### src/design/seia_pkg.sv
// Shared types and constants for the squared effort impulse accumulator.
package seia_pkg;
  localparam int unsigned TimeW = 48;
  localparam int unsigned IdxW = 5;
  localparam int unsigned EffW = 32;
  localparam int unsigned SumW = 64;
  localparam int unsigned MagW = 33;
  localparam int unsigned ProdW = 81;
  localparam logic [SumW-1:0] SumMax = {SumW{1'b1}};

  typedef struct packed {
    logic start;
    logic [1:0] op;
  } seia_cmd_t;

  typedef struct packed {
    logic busy;
  } seia_stat_t;

  localparam logic [1:0] OpNone = 2'd0;

  function automatic logic [SumW-1:0] sat_add(input logic [SumW-1:0] a,
                                              input logic [SumW-1:0] b);
    logic [SumW:0] s;
    s = {1'b0, a} + {1'b0, b};
    return s[SumW] ? SumMax : s[SumW-1:0];
  endfunction
endpackage

### src/design/seia_datapath.sv
// Datapath: serial multiplier, serial divider and squaring for one joint sample.
module seia_datapath (
  input  logic clk,
  input  logic rst_n,
  input  seia_pkg::seia_cmd_t cmd,
  input  logic [seia_pkg::TimeW-1:0] dt,
  input  logic signed [seia_pkg::EffW-1:0] e_in,
  input  logic signed [seia_pkg::EffW-1:0] l_in,
  output seia_pkg::seia_stat_t stat,
  output logic [seia_pkg::SumW-1:0] add_out
);
  localparam int unsigned MW = seia_pkg::MagW;
  localparam int unsigned PW = seia_pkg::ProdW;
  localparam int unsigned CntW = 7;

  typedef enum logic [3:0] {
    S_IDLE, S_MUL, S_DIV, S_L1, S_SQ, S_NEXT, S_DONE
  } dstate_t;

  dstate_t state_r;
  logic [CntW-1:0] cnt_r;
  logic split_r;
  logic [1:0] phase_r;
  logic [MW-1:0] me_r, ml_r;
  logic [seia_pkg::TimeW-1:0] dt_r;
  logic [PW-1:0] acc_r;
  logic [PW-1:0] mcand_r;
  logic [seia_pkg::TimeW+1:0] mplier_r;
  logic [MW+1:0] rem_r;
  logic [seia_pkg::TimeW-1:0] l1_r;
  logic [seia_pkg::SumW-1:0] add_r;
  logic [seia_pkg::SumW-1:0] first_r;
  logic [97:0] sq_r;

  logic signed [MW:0] e_x, l_x, sum_x;
  logic [MW-1:0] me_w, ml_w, ms_w;
  logic [MW:0] div_d;
  logic [MW+1:0] rem_sh;
  logic [seia_pkg::SumW-1:0] sq_val;
  logic [24:0] sq_a, sq_b;
  logic [49:0] sq_pp;
  logic [97:0] sq_sh;

  always_comb begin
    e_x = {{2{e_in[seia_pkg::EffW-1]}}, e_in};
    l_x = {{2{l_in[seia_pkg::EffW-1]}}, l_in};
    sum_x = e_x + l_x;
    me_w = e_in[seia_pkg::EffW-1] ? MW'(-e_x) : MW'(e_x);
    ml_w = l_in[seia_pkg::EffW-1] ? MW'(-l_x) : MW'(l_x);
    ms_w = sum_x[MW] ? MW'(-sum_x) : MW'(sum_x);
    div_d = {1'b0, me_r} + {1'b0, ml_r};
    rem_sh = {rem_r[MW:0], acc_r[PW-1]};
    // The 49-bit product is squared as three partial products of its 25-bit halves.
    sq_a = (cnt_r == CntW'(0)) ? acc_r[24:0] : {1'b0, acc_r[48:25]};
    sq_b = (cnt_r == CntW'(2)) ? {1'b0, acc_r[48:25]} : acc_r[24:0];
    sq_pp = {25'b0, sq_a} * {25'b0, sq_b};
    if (cnt_r == CntW'(0)) sq_sh = {48'b0, sq_pp};
    else if (cnt_r == CntW'(1)) sq_sh = {22'b0, sq_pp, 26'b0};
    else sq_sh = {sq_pp[47:0], 50'b0};
    if (acc_r[PW-1:49] != '0) sq_val = seia_pkg::SumMax;
    else sq_val = sq_r[97:34];
  end

  always_ff @(posedge clk) begin
    if (!rst_n) begin
      state_r <= S_IDLE;
    end else begin
      case (state_r)
        S_IDLE: begin
          if (cmd.start) begin
            me_r <= me_w;
            ml_r <= ml_w;
            dt_r <= dt;
            split_r <= (e_in != '0) && (l_in != '0) &&
                       (e_in[seia_pkg::EffW-1] != l_in[seia_pkg::EffW-1]);
            acc_r <= '0;
            mcand_r <= PW'(((e_in != '0) && (l_in != '0) &&
                       (e_in[seia_pkg::EffW-1] != l_in[seia_pkg::EffW-1])) ? me_w : ms_w);
            mplier_r <= {2'b0, dt};
            phase_r <= 2'd0;
            cnt_r <= '0;
            state_r <= S_MUL;
          end
        end
        S_MUL: begin
          if (mplier_r[0]) acc_r <= acc_r + mcand_r;
          mcand_r <= mcand_r << 1;
          mplier_r <= mplier_r >> 1;
          if (cnt_r == CntW'(seia_pkg::TimeW + 1)) begin
            cnt_r <= '0;
            rem_r <= '0;
            sq_r <= '0;
            if (split_r && phase_r == 2'd0) state_r <= S_DIV;
            else state_r <= S_SQ;
          end else begin
            cnt_r <= cnt_r + 1'b1;
          end
        end
        S_DIV: begin
          // Restoring division of dt*|e| by |e|+|l|, one quotient bit per cycle.
          if (rem_sh >= {1'b0, div_d}) begin
            rem_r <= rem_sh - {1'b0, div_d};
            acc_r <= {acc_r[PW-2:0], 1'b1};
          end else begin
            rem_r <= rem_sh;
            acc_r <= {acc_r[PW-2:0], 1'b0};
          end
          if (cnt_r == CntW'(PW - 1)) begin
            cnt_r <= '0;
            state_r <= S_L1;
          end else begin
            cnt_r <= cnt_r + 1'b1;
          end
        end
        S_L1: begin
          // Quotient is below dt, so its low bits hold l1 exactly.
          l1_r <= acc_r[seia_pkg::TimeW-1:0];
          acc_r <= '0;
          mcand_r <= PW'(me_r);
          mplier_r <= {2'b0, acc_r[seia_pkg::TimeW-1:0]};
          phase_r <= 2'd1;
          state_r <= S_MUL;
        end
        S_SQ: begin
          sq_r <= sq_r + sq_sh;
          if (cnt_r == CntW'(2)) begin
            cnt_r <= '0;
            state_r <= S_NEXT;
          end else begin
            cnt_r <= cnt_r + 1'b1;
          end
        end
        S_NEXT: begin
          case (phase_r)
            2'd1: begin
              first_r <= sq_val;
              acc_r <= '0;
              mcand_r <= PW'(ml_r);
              mplier_r <= {2'b0, dt_r - l1_r};
              phase_r <= 2'd2;
              state_r <= S_MUL;
            end
            2'd2: begin
              add_r <= seia_pkg::sat_add(first_r, sq_val);
              state_r <= S_DONE;
            end
            default: begin
              add_r <= sq_val;
              state_r <= S_DONE;
            end
          endcase
        end
        S_DONE: state_r <= S_IDLE;
        default: state_r <= S_IDLE;
      endcase
    end
  end

  assign stat.busy = (state_r != S_IDLE) || (cmd.op != seia_pkg::OpNone);
  assign add_out = add_r;
endmodule

### config.mk
export PLATFORM = sky130hd
export DESIGN_NAME = seia_datapath
export DESIGN_NICKNAME = d
export VERILOG_FILES = /design/src/design/seia_pkg.sv /design/src/design/seia_datapath.sv
export SDC_FILE = /design/constraint.sdc
export NUM_CORES = 2
export LEC_CHECK = 0
export BUFFER_PORTS_ARGS = -buffer_cell sky130_fd_sc_hd__buf_2
export CAP_MARGIN = 20
export CORE_MARGIN = 1.5
export CORE_UTILIZATION = 70
export DETAILED_ROUTE_END_ITERATION = 12
export PLACE_DENSITY = 0.86
export SETUP_SLACK_MARGIN = 0.2
export SLEW_MARGIN = 20
export SYNTH_ARGS = -nofsm -noshare
export SYNTH_HDL_FRONTEND = slang
export SYNTH_SLANG_ARGS = --single-unit
### constraint.sdc
create_clock -name clk -period 23.2 [get_ports clk]
set_input_delay 4.64 -clock clk [delete_from_list [all_inputs] [get_ports clk]]
set_output_delay 4.64 -clock clk [all_outputs]
set_load 0.02 [all_outputs]
==> impl_results.md <==
* Hold Crit Depth at 1
* Vias in the first global route at around 60000
* CP startpoint kind: register
* Gr usage total at 43.14%
* FF+latch area at ~19000 um^2
* Post-synth ARST share at 0%
* Crit share post-route at a little over three fifths
* FMAX at just under 0.07 GHz
* Synth warn at 0
* HP Start: mcand_r[64]
* DP HPWL at 166300 um
* DRC at 0
* Avg Cell Area, Syn at 9.075 um^2
* # Post-CTS Setup Buffers at 0
* Drt total wl at 222900 um
* Ranking of synthesized cells by area: edfxtp_1 27%, fa_1 15%, ha_1 10%, nand2_1 4.4%, inv_1 4.2%
* Hold buffer count at CTS at 0
* Status: completed
* CP Capture Type: register
* Cts bufs inserted at between 70 and 80
* Clock transition at path regs at 0.06 ns
* Grt total ovfl at 0
* Worst setup path start: cnt_r[2]
* #FFs+latches synth at 645
* Area added between synthesis and finish at 6.581%
* Critical path peak fanout at 56
* Slew @ Worst Pin at about 1.2 ns
* Htree depth at 3
* Initial DRC count at 6999
* Max stage delay on crit path at between 1 and 1.5 ns
* Antenna-violating nets left at 0
* Clock Latency Late Sink at 0.70 ns
* WHS Endpoint: mcand_r[65]
* Number of synthesized flops with an enable pin at around 640
* Post-synth top area share at between 20% and 30%
* Final Hold Vio Count at 0
* Crit Reg-Reg Endpoint: sq_r[97]
* Reg2Reg Depth at 42
* Routed length per placed instance at approximately 24 um
* Mapped Area at 70440 um^2
* Core Area at 99860 um^2
* Rows at 116
* Initial antenna violation count at 12
* CP max-delay cell: mux2i_2
* Synth unique cells at 106
* Sequential area share after synthesis at 27.45%
* Max clock buf depth at 3
* Initial Util at 70.54%
* R2R Setup Slk at 8.69 ns
* Largest net degree at the start of global routing at 93
* Setup_tns at 0 ns
* Final #Nets at 8995
* Chip height at 320.2 um
* Top_reg_cell synth: edfxtp_1
* Cell with the most instances after synthesis: nand2_1
* Reg2reg start: cnt_r[2]
* Syn Inst Count at 7762
* I/O pin count at 182
* Crit path DAT at 14.92 ns
* First-pass GRT wire length at roughly 340000 um
* Slew Limit Fails at 0
* Yosys top cell by area: edfxtp_1
* # clock sinks at 645
* Layout Skew at 0.05125 ns
* Drt via density at ~6.7
* Fill count at 7174
* IO buf count at 181
* First-pass iteration count of the detailed router at 9
* Gpl congestion at 1.036
* Slew HR at 20.15%
* RSZ-0062 raised after global routing: no
* Multi-input combinational cell area at 46990 um^2
* Synth top cells by count: 817 x nand2_1, 785 x inv_1, 747 x nor2_1
* Max-Cap Viols at 0
* Die Wd at 320.2 um
* Root Driver: clkbuf_16
* Critical Path RT at 23.60 ns
* Die area at 102500 um^2
* TritonCTS clock tree: built
* Post_cts resized at 0
* Most frequent CP cell: fa_1
* CP Class: reg -> reg
* Hold crit path type: reg -> reg
* Layout cells sized above 1 at approximately 7%
* Via count at 61650
* Min Tclk post-route at between 10 and 15 ns
* Final setup fails at 0
[kinds of logic after synthesis]
kind of cell | Yosys count | synth area share [%]
and+or+nand+nor | 2332 | 15.15
AOI/OAI and AO/OA | 1920 | 17.71
muxes | 156 | 2.314
adders and majority gates | 1112 | 25.43
DFF | 645 | 27.45
other | 1 | 0.005324
xor gates and xnor gates | 468 | 5.819
buffers and inverters | 1128 | 6.114
[metrics by stage]
stage	setup slack, ns	util (%)	instance area (um^2)	hold WS [ns]	cells
after floorplan	11.29	-	70450	0.5011	7763
after global routing	7.972	75.17	75060	0.6064	9128
final	8.686	75.19	75080	0.5864	9134
after detailed placement	9.101	72.57	72470	0.5799	8985
after global placement	9.042	72.55	72440	0.5644	8984
after CTS	9.000	75.16	75050	0.5876	9123
[sequential cells by signal, summed over array words and instances, names as in the netlist]
signal    count
sq_r         98
acc_r        81
mcand_r      81
add_out      64
first_r      64
dt_r         48
l1_r         48
mplier_r     48
rem_r        34
me_r         33
ml_r         33
cnt_r         7
state_r       3
phase_r       2
split_r       1
[placed cells by master, fill, tap and decap left out, types with 74 or more instances in the layout]
cell type / synthesis / routed
nand2_1: 817 / 812
inv_1: 785 / 784
nor2_1: 747 / 743
edfxtp_1: 642 / 642
ha_1: 579 / 579
fa_1: 533 / 533
a21oi_1: 512 / 511
o21ai_0: 384 / 384
xnor2_1: 303 / 303
a21o_1: 275 / 275
buf_2: 22 / 181
xor2_1: 165 / 165
and3_1: 97 / 96
or3_1: 96 / 96
nand3_1: 95 / 95
o22ai_1: 89 / 89
nand4_1: 87 / 87
mux2i_1: 101 / 85
buf_4: 1 / 83
clkbuf_16: 0 / 76
nor3_1: 74 / 74
o21bai_1: 74 / 74
[critical path, delay by kind of cell (launching register included)]
family / cells / cell delay [ns]
multiplexers: 1 / 1.02
AO/OA/AOI/OAI: 16 / 3.75
flip-flops: 1 / 0.45
adder cells (fa/ha/maj): 9 / 4.40
AND/OR/NAND/NOR: 9 / 3.02
buffers and inverters: 5 / 0.81
XOR/XNOR: 2 / 0.68
[worst max-delay path by stage]
stage                    end
floorplan           sq_r[97]
CTS                 sq_r[97]
detailed placement  sq_r[97]
finish              sq_r[97]
global route        sq_r[97]
global placement    sq_r[97]
[layout make-up]
type | instances | area share, %
flip-flops and latches | 645 | 25.77
inverters | 787 | 3.945
diodes | 10 | 0.03333
repair buffers | 266 | 2.063
clock inverters | 52 | 0.8499
clock buffers | 86 | 2.583
multi-input cells | 5990 | 62.59
well taps | 1298 | 2.163
[per-layer routing]
layer	part of all wire [%]	wire (um)	global-route usage (%)
met2	45	100300	68.27
met3	12	26140	10.36
met1	36	79770	53.32
met5	0.024	54	0
met4	7.5	16650	27.21
Power is left out: the tool's default activity adds up to more than one toggle a clock period on the data nets, which glitch-free logic cannot reach.
