## config.mk

```make
export PLATFORM = sky130hd
export DESIGN_NAME = seia_ctrl_flat
export DESIGN_NICKNAME = d
export VERILOG_FILES = /design/src/design/seia_pkg.sv /design/src/design/seia_if.sv /design/src/design/seia_ctrl.sv /design/src/flat_wrapper.sv
export SDC_FILE = /design/constraint.sdc
export NUM_CORES = 2
export LEC_CHECK = 0
export BUFFER_PORTS_ARGS = -buffer_cell sky130_fd_sc_hd__buf_2
export CORE_MARGIN = 3
export CORE_UTILIZATION = 45
export CTS_CLUSTER_DIAMETER = 200
export DETAILED_ROUTE_END_ITERATION = 7
export MAX_ROUTING_LAYER = met4
export PLACE_DENSITY_LB_ADDON = 0.08
export SYNTH_ARGS = -nofsm -noshare
export SYNTH_HDL_FRONTEND = slang
export SYNTH_SLANG_ARGS = --single-unit
```

## constraint.sdc

```tcl
create_clock -name clk -period 14.34 [get_ports clk]
set_input_delay 2.868 -clock clk [delete_from_list [all_inputs] [get_ports clk]]
set_output_delay 2.868 -clock clk [all_outputs]
set_load 0.005 [all_outputs]
```

## src/design/seia_pkg.sv

```systemverilog
// Shared types and constants for the squared effort impulse accumulator.
package seia_pkg;
  localparam int unsigned TimeW = 48;
  localparam int unsigned IdxW = 5;
  localparam int unsigned EffW = 32;
  localparam int unsigned SumW = 64;
  localparam int unsigned MagW = 33;
  localparam int unsigned ProdW = 81;
  localparam logic [SumW-1:0] SumMax = {SumW{1'b1}};

  typedef struct packed {
    logic start;
    logic [1:0] op;
  } seia_cmd_t;

  typedef struct packed {
    logic busy;
  } seia_stat_t;

  localparam logic [1:0] OpNone = 2'd0;

  function automatic logic [SumW-1:0] sat_add(input logic [SumW-1:0] a,
                                              input logic [SumW-1:0] b);
    logic [SumW:0] s;
    s = {1'b0, a} + {1'b0, b};
    return s[SumW] ? SumMax : s[SumW-1:0];
  endfunction
endpackage

```

## src/design/seia_if.sv

```systemverilog
// Valid/ready channel interfaces for input and result words.
interface seia_in_if;
  logic valid;
  logic ready;
  logic [seia_pkg::TimeW-1:0] time_stamp;
  logic [seia_pkg::IdxW-1:0] joint_index;
  logic signed [seia_pkg::EffW-1:0] effort;
  logic last_joint;
  modport source (output valid, time_stamp, joint_index, effort, last_joint, input ready);
  modport sink (input valid, time_stamp, joint_index, effort, last_joint, output ready);
endinterface

interface seia_out_if;
  logic valid;
  logic ready;
  logic [seia_pkg::SumW-1:0] message_delta;
  logic [seia_pkg::SumW-1:0] running_total;
  logic baseline_only;
  modport source (output valid, message_delta, running_total, baseline_only, input ready);
  modport sink (input valid, message_delta, running_total, baseline_only, output ready);
endinterface

```

## src/design/seia_ctrl.sv

```systemverilog
// Controller: input handshake, joint store, per-message sums and result register.
module seia_ctrl #(
  parameter int unsigned MAX_JOINTS = 32
) (
  input  logic clk,
  input  logic rst_n,
  seia_in_if.sink in_ch,
  seia_out_if.source out_ch,
  output seia_pkg::seia_cmd_t cmd,
  input  seia_pkg::seia_stat_t stat,
  output logic [seia_pkg::TimeW-1:0] dt,
  output logic signed [seia_pkg::EffW-1:0] e_out,
  output logic signed [seia_pkg::EffW-1:0] l_out,
  input  logic [seia_pkg::SumW-1:0] add_in
);
  localparam int unsigned AW = (MAX_JOINTS > 1) ? $clog2(MAX_JOINTS) : 1;

  typedef enum logic [2:0] {C_IDLE, C_READ, C_START, C_WAIT, C_FIN} cstate_t;

  cstate_t state_r;
  logic [seia_pkg::EffW-1:0] mem [MAX_JOINTS];
  logic [seia_pkg::EffW-1:0] rd_r;
  logic [seia_pkg::TimeW-1:0] prev_time_r, now_r;
  logic [seia_pkg::EffW-1:0] eff_r;
  logic [AW-1:0] idx_r;
  logic in_range_r, last_r, base_r;
  logic [seia_pkg::SumW-1:0] delta_r, total_r;
  logic out_valid_r;
  logic [seia_pkg::SumW-1:0] o_delta_r, o_total_r;
  logic o_base_r;
  logic in_range_w;
  logic fin_emit;

  assign in_range_w = {4'b0, in_ch.joint_index} < 9'(MAX_JOINTS);
  assign in_ch.ready = (state_r == C_IDLE);
  // A message end waits only while the previous result word is still held.
  assign fin_emit = (state_r == C_FIN) && last_r && (!out_valid_r || out_ch.ready);
  assign dt = (now_r >= prev_time_r) ? now_r - prev_time_r : prev_time_r - now_r;
  assign e_out = eff_r;
  assign l_out = rd_r;
  assign cmd.start = (state_r == C_START);
  assign cmd.op = seia_pkg::OpNone;
  assign out_ch.valid = out_valid_r;
  assign out_ch.message_delta = o_delta_r;
  assign out_ch.running_total = o_total_r;
  assign out_ch.baseline_only = o_base_r;

  always_ff @(posedge clk) begin
    rd_r <= mem[idx_r];
    if (state_r == C_FIN && in_range_r) mem[idx_r] <= eff_r;
  end

  always_ff @(posedge clk) begin
    if (!rst_n) begin
      state_r <= C_IDLE;
      prev_time_r <= '0;
      base_r <= 1'b0;
      delta_r <= '0;
      total_r <= '0;
      out_valid_r <= 1'b0;
    end else begin
      if (fin_emit) out_valid_r <= 1'b1;
      else if (out_valid_r && out_ch.ready) out_valid_r <= 1'b0;
      case (state_r)
        C_IDLE: begin
          if (in_ch.valid && in_ch.ready) begin
            now_r <= in_ch.time_stamp;
            eff_r <= in_ch.effort;
            idx_r <= AW'(in_ch.joint_index);
            in_range_r <= in_range_w;
            last_r <= in_ch.last_joint;
            state_r <= (in_range_w && base_r) ? C_READ : C_FIN;
          end
        end
        C_READ: state_r <= C_START;
        C_START: state_r <= C_WAIT;
        C_WAIT: begin
          if (!stat.busy) begin
            delta_r <= seia_pkg::sat_add(delta_r, add_in);
            state_r <= C_FIN;
          end
        end
        C_FIN: begin
          if (!last_r) begin
            state_r <= C_IDLE;
          end else if (fin_emit) begin
            state_r <= C_IDLE;
            prev_time_r <= now_r;
            delta_r <= '0;
            if (!base_r) begin
              base_r <= 1'b1;
              o_delta_r <= '0;
              o_total_r <= total_r;
              o_base_r <= 1'b1;
            end else begin
              total_r <= seia_pkg::sat_add(total_r, delta_r);
              o_delta_r <= delta_r;
              o_total_r <= seia_pkg::sat_add(total_r, delta_r);
              o_base_r <= 1'b0;
            end
          end
        end
        default: state_r <= C_IDLE;
      endcase
    end
  end
endmodule

```

## src/flat_wrapper.sv

```systemverilog
// flat-port wrapper written by rule: the top's interface ports become plain ports
module seia_ctrl_flat 
#(
  parameter int unsigned MAX_JOINTS = 32
)
  (clk, rst_n, cmd, stat, dt, e_out, l_out, add_in, in_ch_valid, in_ch_time_stamp, in_ch_joint_index, in_ch_effort, in_ch_last_joint, in_ch_ready, out_ch_valid, out_ch_message_delta, out_ch_running_total, out_ch_baseline_only, out_ch_ready);
  seia_in_if in_ch_i ();
  seia_out_if out_ch_i ();
  input  logic clk;
  input  logic rst_n;
  output seia_pkg::seia_cmd_t cmd;
  input  seia_pkg::seia_stat_t stat;
  output logic [seia_pkg::TimeW-1:0] dt;
  output logic signed [seia_pkg::EffW-1:0] e_out;
  output logic signed [seia_pkg::EffW-1:0] l_out;
  input  logic [seia_pkg::SumW-1:0] add_in;
  input wire logic [$bits(in_ch_i.valid)-1:0] in_ch_valid;
  input wire logic [$bits(in_ch_i.time_stamp)-1:0] in_ch_time_stamp;
  input wire logic [$bits(in_ch_i.joint_index)-1:0] in_ch_joint_index;
  input wire logic [$bits(in_ch_i.effort)-1:0] in_ch_effort;
  input wire logic [$bits(in_ch_i.last_joint)-1:0] in_ch_last_joint;
  output wire logic [$bits(in_ch_i.ready)-1:0] in_ch_ready;
  output wire logic [$bits(out_ch_i.valid)-1:0] out_ch_valid;
  output wire logic [$bits(out_ch_i.message_delta)-1:0] out_ch_message_delta;
  output wire logic [$bits(out_ch_i.running_total)-1:0] out_ch_running_total;
  output wire logic [$bits(out_ch_i.baseline_only)-1:0] out_ch_baseline_only;
  input wire logic [$bits(out_ch_i.ready)-1:0] out_ch_ready;
  assign in_ch_i.valid = in_ch_valid;
  assign in_ch_i.time_stamp = in_ch_time_stamp;
  assign in_ch_i.joint_index = in_ch_joint_index;
  assign in_ch_i.effort = in_ch_effort;
  assign in_ch_i.last_joint = in_ch_last_joint;
  assign in_ch_ready = in_ch_i.ready;
  assign out_ch_valid = out_ch_i.valid;
  assign out_ch_message_delta = out_ch_i.message_delta;
  assign out_ch_running_total = out_ch_i.running_total;
  assign out_ch_baseline_only = out_ch_i.baseline_only;
  assign out_ch_i.ready = out_ch_ready;
  seia_ctrl #(.MAX_JOINTS(MAX_JOINTS)) u_core (.clk(clk), .rst_n(rst_n), .in_ch(in_ch_i), .out_ch(out_ch_i), .cmd(cmd), .stat(stat), .dt(dt), .e_out(e_out), .l_out(l_out), .add_in(add_in));
endmodule
```

==> impl_metrics.py <==
metrics = {
    "synthesis": {
        "synth.area.top_cells": "edfxtp_1 (57%), mux4_2 (8.8%), dfxtp_1 (6.5%)",
        "synth.ff_latch_count": 1452,
        "synth_top_area_share_pct": 56.7,
        "synth_flop_cell": "edfxtp_1",
        "synth_warnings": 0,
        "syn_area_sq_um": 65700,
        "synth-edff-count": 1239,
        "synth_cell_types": 85,
        "syn_inst": 4596,
        "seq_area_frac_synth_pct": 63.2,
        "synth_area_leader_cell": "edfxtp_1",
        "async_reset_ff_share_pct": 0,
        "syn_avg_cell_area_sq_um": 14.3,
    },
    "route": {
        "wl_per_cell_um": 26.8,
        "route.detailed.drc": 0,
        "wirelength_um": 187000,
        "first_pass_iters": 6,
        "drt_iter0_drc": 3477,
        "ant_nets": 0,
        "vias": 41200,
        "vias_per_cell": 5.90,
    },
    "clock_tree": {
        "cts_resized": 0,
        "ctsHoldBuffers": 0,
        "cts_buffer_depth": 3,
        "postCtsSetupBuffers": 0,
        "insertion_delay_ns": 0.79,
        "cts_num_sinks": 1452,
        "ctsHtreeMaxLevel": 4,
        "cts_buffers": 157,
        "cts_tree": "yes",
        "clock-root-buffer": "clkbuf_16",
        "clkTransAtPathRegs_ns": 0.06,
    },
    "layout": {
        "area_growth_syn_to_layout_pct": 13.9,
        "fillerInstances": 12200,
        "mostFrequentLayoutCell": "edfxtp_1",
        "final_cell_mix": "edfxtp_1 (1239), buf_2 (397), nand2_1 (369), a21oi_1 (277), mux4_2 (256)",
        "layout.nets": 5327,
        "layout-drive-gt1-share_pct": 20.2,
    },
    "sta": {
        "fmaxAchievable_mhz": 116,
        "clock_skew_ns": 0.0334,
        "finalSetupTns_ns": 0,
        "finalMaxSlewViolations": 0,
        "maxSlewHeadroom_pct": 15.2,
        "finalCritPeriodShare_pct": 60.0,
        "worstMarginPinSlew_ns": 1.24,
        "setup_viol_count_final": 0,
        "rsz0062_at_grt": "no",
        "hold_violations": 0,
        "period_minus_slack_ns": 8.60,
    },
    "worst_setup_path": {
        "endpoint_kind": "output pin",
        "critical_path_class": "reg -> out",
        "required_ns": 11.47,
        "reg2reg_from": "u_core.delta_r[0]$_SDFFE_PN0P_",
        "start_kind": "flip-flop",
        "cp-startpoint": "u_core.now_r[10]$_DFFE_PP_",
        "worstPathMaxFanout": 27,
        "cp.arrival_ns": 5.73,
    },
    "die": {
        "rows": 139,
        "die-area_sq_um": 151000,
        "core_area_sq_um": 144000,
        "die_w_um": 388,
        "ios": 401,
        "start_util_pct": 45.5,
        "die_y_um": 388,
    },
    "grt": {
        "grt-ovfl-total": 0,
        "grt_pass1_wl_um": 275000,
        "grt_max_degree": 160,
        "antenna_found_initial": 14,
        "grtUsageTotal_pct": 25.2,
        "grt_pass1_vias": 40900,
    },
    "outcome": {
        "outcome": "finished, final reports clean",
    },
    "power": {
        "finalPower_w": 0.00948,
        "p_leak_nw": 26.7,
        "peakVddDrop_uv": 114,
        "p_per_area_nw_per_um2": 127,
    },
    "min_path": {
        "hold_start": "u_core.prev_time_r[47]$_SDFFE_PN0P_",
        "min_path_type": "reg -> reg",
    },
    "run": {
        "max_cap_viol_count": 0,
    },
    "placement": {
        "gp_congestion": 0.923,
        "io_buffers": 398,
        "hpwl_um": 120000,
    },
}
[registers in the layout, summed over array words and instances, names as in the netlist, 3 cells and up]
name                         cells
u_core.mem                    1024
u_core.delta_r                  64
u_core.out_ch.message_delta     64
u_core.out_ch.running_total     64
u_core.total_r                  64
u_core.now_r                    48
u_core.prev_time_r              48
u_core.e_out                    32
u_core.l_out                    32
u_core.idx_r                     5
u_core.state_r                   3
[cells in the mapped netlist (86+ instances only)]
library cell / n
a21o_1: 99
a21oi_1: 277
a22oi_1: 132
clkbuf_1: 216
dfxtp_1: 213
edfxtp_1: 1239
ha_1: 223
inv_1: 147
mux4_2: 256
nand2_1: 369
nand4_1: 86
nor2_1: 160
o21ai_0: 180
xnor2_1: 104
[report_power, final]
group / total, W / leakage (nW) / internal (W) / switching, W
combinational: 0.000828 / 11.4 / 0.000320 / 0.000508
clock: 0.00390 / 2.41 / 0.00221 / 0.00170
sequential: 0.00475 / 12.9 / 0.00467 / 0.0000805
total: 0.00948 / 26.7 / 0.00720 / 0.00228
[metrics by stage]
| stage | instance area, sq um | hold slack (ns) | std cells | utilization, % | setup WS [ns] |
|---|---|---|---|---|---|
| after global routing | 74800 | 0.498 | 6982 | 51.8 | 5.36 |
| after CTS | 74700 | 0.480 | 6976 | 51.8 | 5.70 |
| after global placement | 69700 | 0.451 | 6689 | 48.4 | 6.70 |
| final | 74800 | 0.477 | 6982 | 51.8 | 5.74 |
| after floorplan | 65700 | 0.443 | 4597 | - | 1.79 |
| after detailed placement | 69700 | 0.473 | 6689 | 48.4 | 6.59 |
[final timing paths]
path                                                       endpoint  slack [ns]  depth (start not counted)
worst min-delay path            u_core.prev_time_r[47]$_SDFFE_PN0P_        0.48                          2
worst min register to register  u_core.prev_time_r[47]$_SDFFE_PN0P_        0.48                          2
worst max register to register       u_core.total_r[0]$_SDFFE_PN0P_        9.49                         14
worst max-delay path                                         dt[44]        5.74                         15
[cell type report]
cell class	instances	area (sq um)	share of cell area [%]
clock inverter	72	668	0.894
timing repair buffer	467	2540	3.39
multi-input combinational	2720	22800	30.5
antenna	6	15.0	0.0201
clock buffer	215	4330	5.79
tap	1903	2380	3.19
inverter	147	552	0.738
sequential	1452	41500	55.5
[metal layers]
layer  wire length, um  vias up  track usage [%]
li1                  -    18600                -
met1             79500    20900             33.2
met2             91400     1367             40.8
met3             10800      281             3.75
met4              5480        0             7.75
met5                 0        -                -
[kinds of logic (layout without fill, tap and decap cells)]
kind of cell	count (synthesis)	after routing	synth area share, %
muxes	269	269	8.98
other	1	8	0.00571
xor gates and xnor gates	166	166	2.21
AOI/OAI and AO/OA	1154	1154	12.1
and+or+nand+nor	902	902	6.55
buffers and inverters	425	901	2.58
adders and majority gates	227	227	4.37
DFF	1452	1452	63.2
[critical path, cell delays in order (launching register included)]
cell and delay [ns]:
edfxtp_1 0.37, inv_1 0.06, ha_1 0.51, nand4_1 0.24
or3_1 0.45, or4_1 0.52, o211ai_1 0.22, o21ai_1 0.21
nand2_1 0.52, buf_4 0.43, o211ai_1 0.14, a22oi_1 0.36
o31ai_1 0.21, a2bb2oi_1 0.24, xnor2_1 0.25, buf_2 0.19
Power figures use the tool's default switching activity.
